### config.mk
export PLATFORM = sky130hd
export DESIGN_NAME = rrsi_cell
export DESIGN_NICKNAME = d
export VERILOG_FILES = /design/src/design/rrsi_pkg.sv /design/src/design/rrsi_cell.sv
export SDC_FILE = /design/constraint.sdc
export NUM_CORES = 1
export LEC_CHECK = 0
export ABC_CLOCK_PERIOD_IN_PS = 2100
export BUFFER_PORTS_ARGS = -buffer_cell sky130_fd_sc_hd__buf_2
export CAP_MARGIN = 30
export CELL_PAD_IN_SITES_DETAIL_PLACEMENT = 1
export CELL_PAD_IN_SITES_GLOBAL_PLACEMENT = 2
export CORE_MARGIN = 1
export CORE_UTILIZATION = 21
export CTS_CLUSTER_SIZE = 30
export DETAILED_ROUTE_END_ITERATION = 8
export PLACE_DENSITY = 0.82
export SLEW_MARGIN = 20
export SYNTH_ARGS = -nofsm -noshare
export SYNTH_HDL_FRONTEND = slang
export SYNTH_SLANG_ARGS = --single-unit
### constraint.sdc
create_clock -name clk -period 2.1 [get_ports clk]
set_input_delay 0.21 -clock clk [delete_from_list [all_inputs] [get_ports clk]]
set_output_delay 0.21 -clock clk [all_outputs]
set_load 0.005 [all_outputs]
### src/design/rrsi_pkg.sv
`timescale 1ns / 1ps
package rrsi_pkg;
	typedef enum logic [2:0] {
		CMD_APPEND  = 3'd0,
		CMD_RESTORE = 3'd1,
		CMD_FINISH  = 3'd2,
		CMD_FIND    = 3'd3,
		CMD_AT_POS  = 3'd4,
		CMD_CLEAR   = 3'd5
	} cmd_t;

	typedef enum logic [1:0] {
		ST_OK        = 2'd0,
		ST_NOT_FOUND = 2'd1,
		ST_BAD_ARG   = 2'd2,
		ST_BAD_STATE = 2'd3
	} status_t;

	// number of record slots, bounded by the 6-bit slot fields
	localparam int CAPACITY = 64;
	localparam int IdW = 32;
	localparam int SlotW = 6;
	localparam int CntW = 7;
endpackage

### src/design/rrsi_cell.sv
`timescale 1ns / 1ps
// one age-order entry: holds a slot and its id, can load a new entry or from the left or right neighbor
module rrsi_cell
	import rrsi_pkg::*;
(
	input  logic             clk,
	input  logic             load_left,
	input  logic             load_new,
	input  logic             load_right,
	input  logic [SlotW-1:0] left_slot,
	input  logic [IdW-1:0]   left_id,
	input  logic [SlotW-1:0] right_slot,
	input  logic [IdW-1:0]   right_id,
	input  logic [SlotW-1:0] new_slot,
	input  logic [IdW-1:0]   new_id,
	output logic [SlotW-1:0] slot_q,
	output logic [IdW-1:0]   id_q
);
	always_ff @(posedge clk) begin
		if (load_new) begin
			slot_q <= new_slot;
			id_q   <= new_id;
		end else if (load_left) begin
			slot_q <= left_slot;
			id_q   <= left_id;
		end else if (load_right) begin
			slot_q <= right_slot;
			id_q   <= right_id;
		end
	end
endmodule
==> flow_metrics.env <==
export IMPL_grt_overflow=0
export IMPL_path_max_fanout=38
export IMPL_drtAntennaViolNets=0
export IMPL_ctsResizeCount=0
export IMPL_end_kind="flop"
export IMPL_avgViaCountPerCell=4.251
export IMPL_nFillCells=1055
export IMPL_cts_sinks=38
export IMPL_ir_worst_vdd_mv=0.2069
export IMPL_grt_max_degree=77
export IMPL_finalCriticalPeriod_ps=1210
export IMPL_fin_util=0.3230
export IMPL_cts_root_buf="clkbuf_8"
export IMPL_place_gp_congestion=0.6568
export IMPL_startpoint="load_left"
export IMPL_antenna_found_initial=0
export IMPL_relSlewSlack=0.5512
export IMPL_nNetsFinal=436
export IMPL_syn_inst=166
export IMPL_ys_seq_area_frac=0.5794
export IMPL_clk_pin_slew_ps=70
export IMPL_synth_top_area_share=0.5794
export IMPL_area_growth_pct=45.81
export IMPL_powerDensity_nw_per_um2=619.8
export IMPL_ctsHoldBuffers=0
export IMPL_synth_top_cell_by_area="edfxtp_1"
export IMPL_setup_viol=0
export IMPL_cap_viol_max_count=0
export IMPL_synth_fp_nets=284
export IMPL_die_area_um2=9769
export IMPL_crit_path_max_incr_delay_ps=540
export IMPL_holdPathEnd="id_q[5]$_DFFE_PP_"
export IMPL_critPathTopFamily="buffers and inverters"
export IMPL_crit_type="in -> reg"
export IMPL_dp_hpwl_mm=4.420
export IMPL_drc=0
export IMPL_port_buffers=155
export IMPL_cts_tree="yes"
export IMPL_fp_row_count=34
export IMPL_io_pin_count=156
export IMPL_outcome="finished, final reports clean"
export IMPL_setup_tns_ps=0
export IMPL_layout_drive_gt1_share=0.5157
export IMPL_post_synth_cell_area_avg_um2=11.86
export IMPL_wl_per_cell_um=13.84
export IMPL_first_global_vias=1958
export IMPL_first_pass_iters=3
export IMPL_num_antenna_cells=0
export IMPL_fmax_mhz=826.2
export IMPL_synth_seq_cells=38
export IMPL_start_util=0.2215
export IMPL_drtIter0Drc=33
export IMPL_multiInputGateArea_um2=720.7
export IMPL_arrival_ps=1220
export IMPL_hp_class="in -> reg"
export IMPL_synth_area_leaders="edfxtp_1 (58%), mux2i_1 (19%), nand2_1 (7.2%)"
export IMPL_p_total_mw=1.780
export IMPL_seq_area_um2=1141
export IMPL_cp_slowest_cell="buf_4"
export IMPL_num_vias=1811
export IMPL_synth_cell_type_count=10
export IMPL_synth_warnings=0
export IMPL_slew_viol_final=0
export IMPL_track_usage=0.1233
export IMPL_drt_wl_total_mm=5.897
export IMPL_grt_pass1_wl_mm=9.425
export IMPL_required_ps=2110
export IMPL_hold_depth=3
export IMPL_leakage_nw=1.430
export IMPL_holdWs_ps=203.6
export IMPL_tightest_slew_ps=673.2
export IMPL_critPathLaunchType="input port"
export IMPL_die_y_um=98.84
export IMPL_cts_buffer_depth=2
export IMPL_cts_buffers_inserted=5
export IMPL_rsz0062_at_grt="no"
export IMPL_cp_depth=4
export IMPL_hp_start="new_id[5]"
export IMPL_chipWidth_um=98.84
export IMPL_cts_max_level=2
export IMPL_synth_area_um2=1969
export IMPL_hold_violations=0
export IMPL_worst_path_buf_inv=2
export IMPL_post_cts_repair_setup_buffers=0
export IMPL_core_um2=8891
export IMPL_min_period_over_period=0.5764
export IMPL_path_cells="buf_2, buf_4, mux2i_1, o21ai_1"
worst max path at each step:
stage / end / slack [ps]
after floorplan: id_q[0]$_DFFE_PP_ / 370
after CTS: id_q[23]$_DFFE_PP_ / 880
after global routing: id_q[4]$_DFFE_PP_ / 780
after detailed placement: id_q[23]$_DFFE_PP_ / 570
final: slot_q[2]$_DFFE_PP_ / 890
after global placement: id_q[28]$_DFFE_PP_ / 610
registers in the layout, summed over array words and instances, names as in the netlist:
register / flops
id_q: 32
slot_q: 6
routing by layer:
metal | global-route usage | part of all wire | vias up
met4 | 0.03789 | 0.012 | 0
met5 | 0 | 0 | -
met1 | 0.1327 | 0.40 | 819
met3 | 0.03262 | 0.070 | 5
met2 | 0.2335 | 0.52 | 84
li1 | - | - | 903
cell families after synthesis:
logic type             synth area share
flip-flops                       0.5794
buffers and inverters           0.05527
AND/OR/NAND/NOR                 0.07561
multiplexers                     0.1931
AO/OA/AOI/OAI                   0.09657
report_power, final:
| part | switching [mW] | internal (mW) | leakage (nW) |
|---|---|---|---|
| sequential | 0.0189 | 0.934 | 0.402 |
| combinational | 0.164 | 0.188 | 0.990 |
| clock | 0.245 | 0.229 | 0.0383 |
| total | 0.428 | 1.35 | 1.43 |
synth_stat cells:
library cell and instances:
buf_2 4, o21ai_0 28, nand2_1 38, buf_12 2, o21ai_1 10, edfxtp_1 38, clkbuf_1 4, mux2i_1 38
or3_1 1, buf_6 3
final cells by class:
class,instances,share of cell area
well taps,108,0.04706
repair buffers,158,0.2780
clock buffers,7,0.02658
flip-flops and latches,38,0.3974
multi-input cells,115,0.2510
stage by stage:
step / area (um2) / setup slack, ps / instances
final: 2872 / 889.6 / 426
after global routing: 2872 / 781.1 / 426
after CTS: 2872 / 879.6 / 426
after detailed placement: 2795 / 565.6 / 419
after global placement: 2795 / 614.0 / 419
after floorplan: 1969 / 372.2 / 166
cell usage in the layout (no fill, tap or decap):
cell type / synthesis / routed
buf_2: 4 / 155
buf_4: 0 / 3
clkbuf_1: 4 / 2
clkbuf_8: 0 / 5
edfxtp_1: 38 / 38
mux2i_1: 38 / 38
nand2_1: 38 / 38
o21ai_0: 28 / 28
o21ai_1: 10 / 10
or3_2: 0 / 1
(Power assumes the default switching activity.)
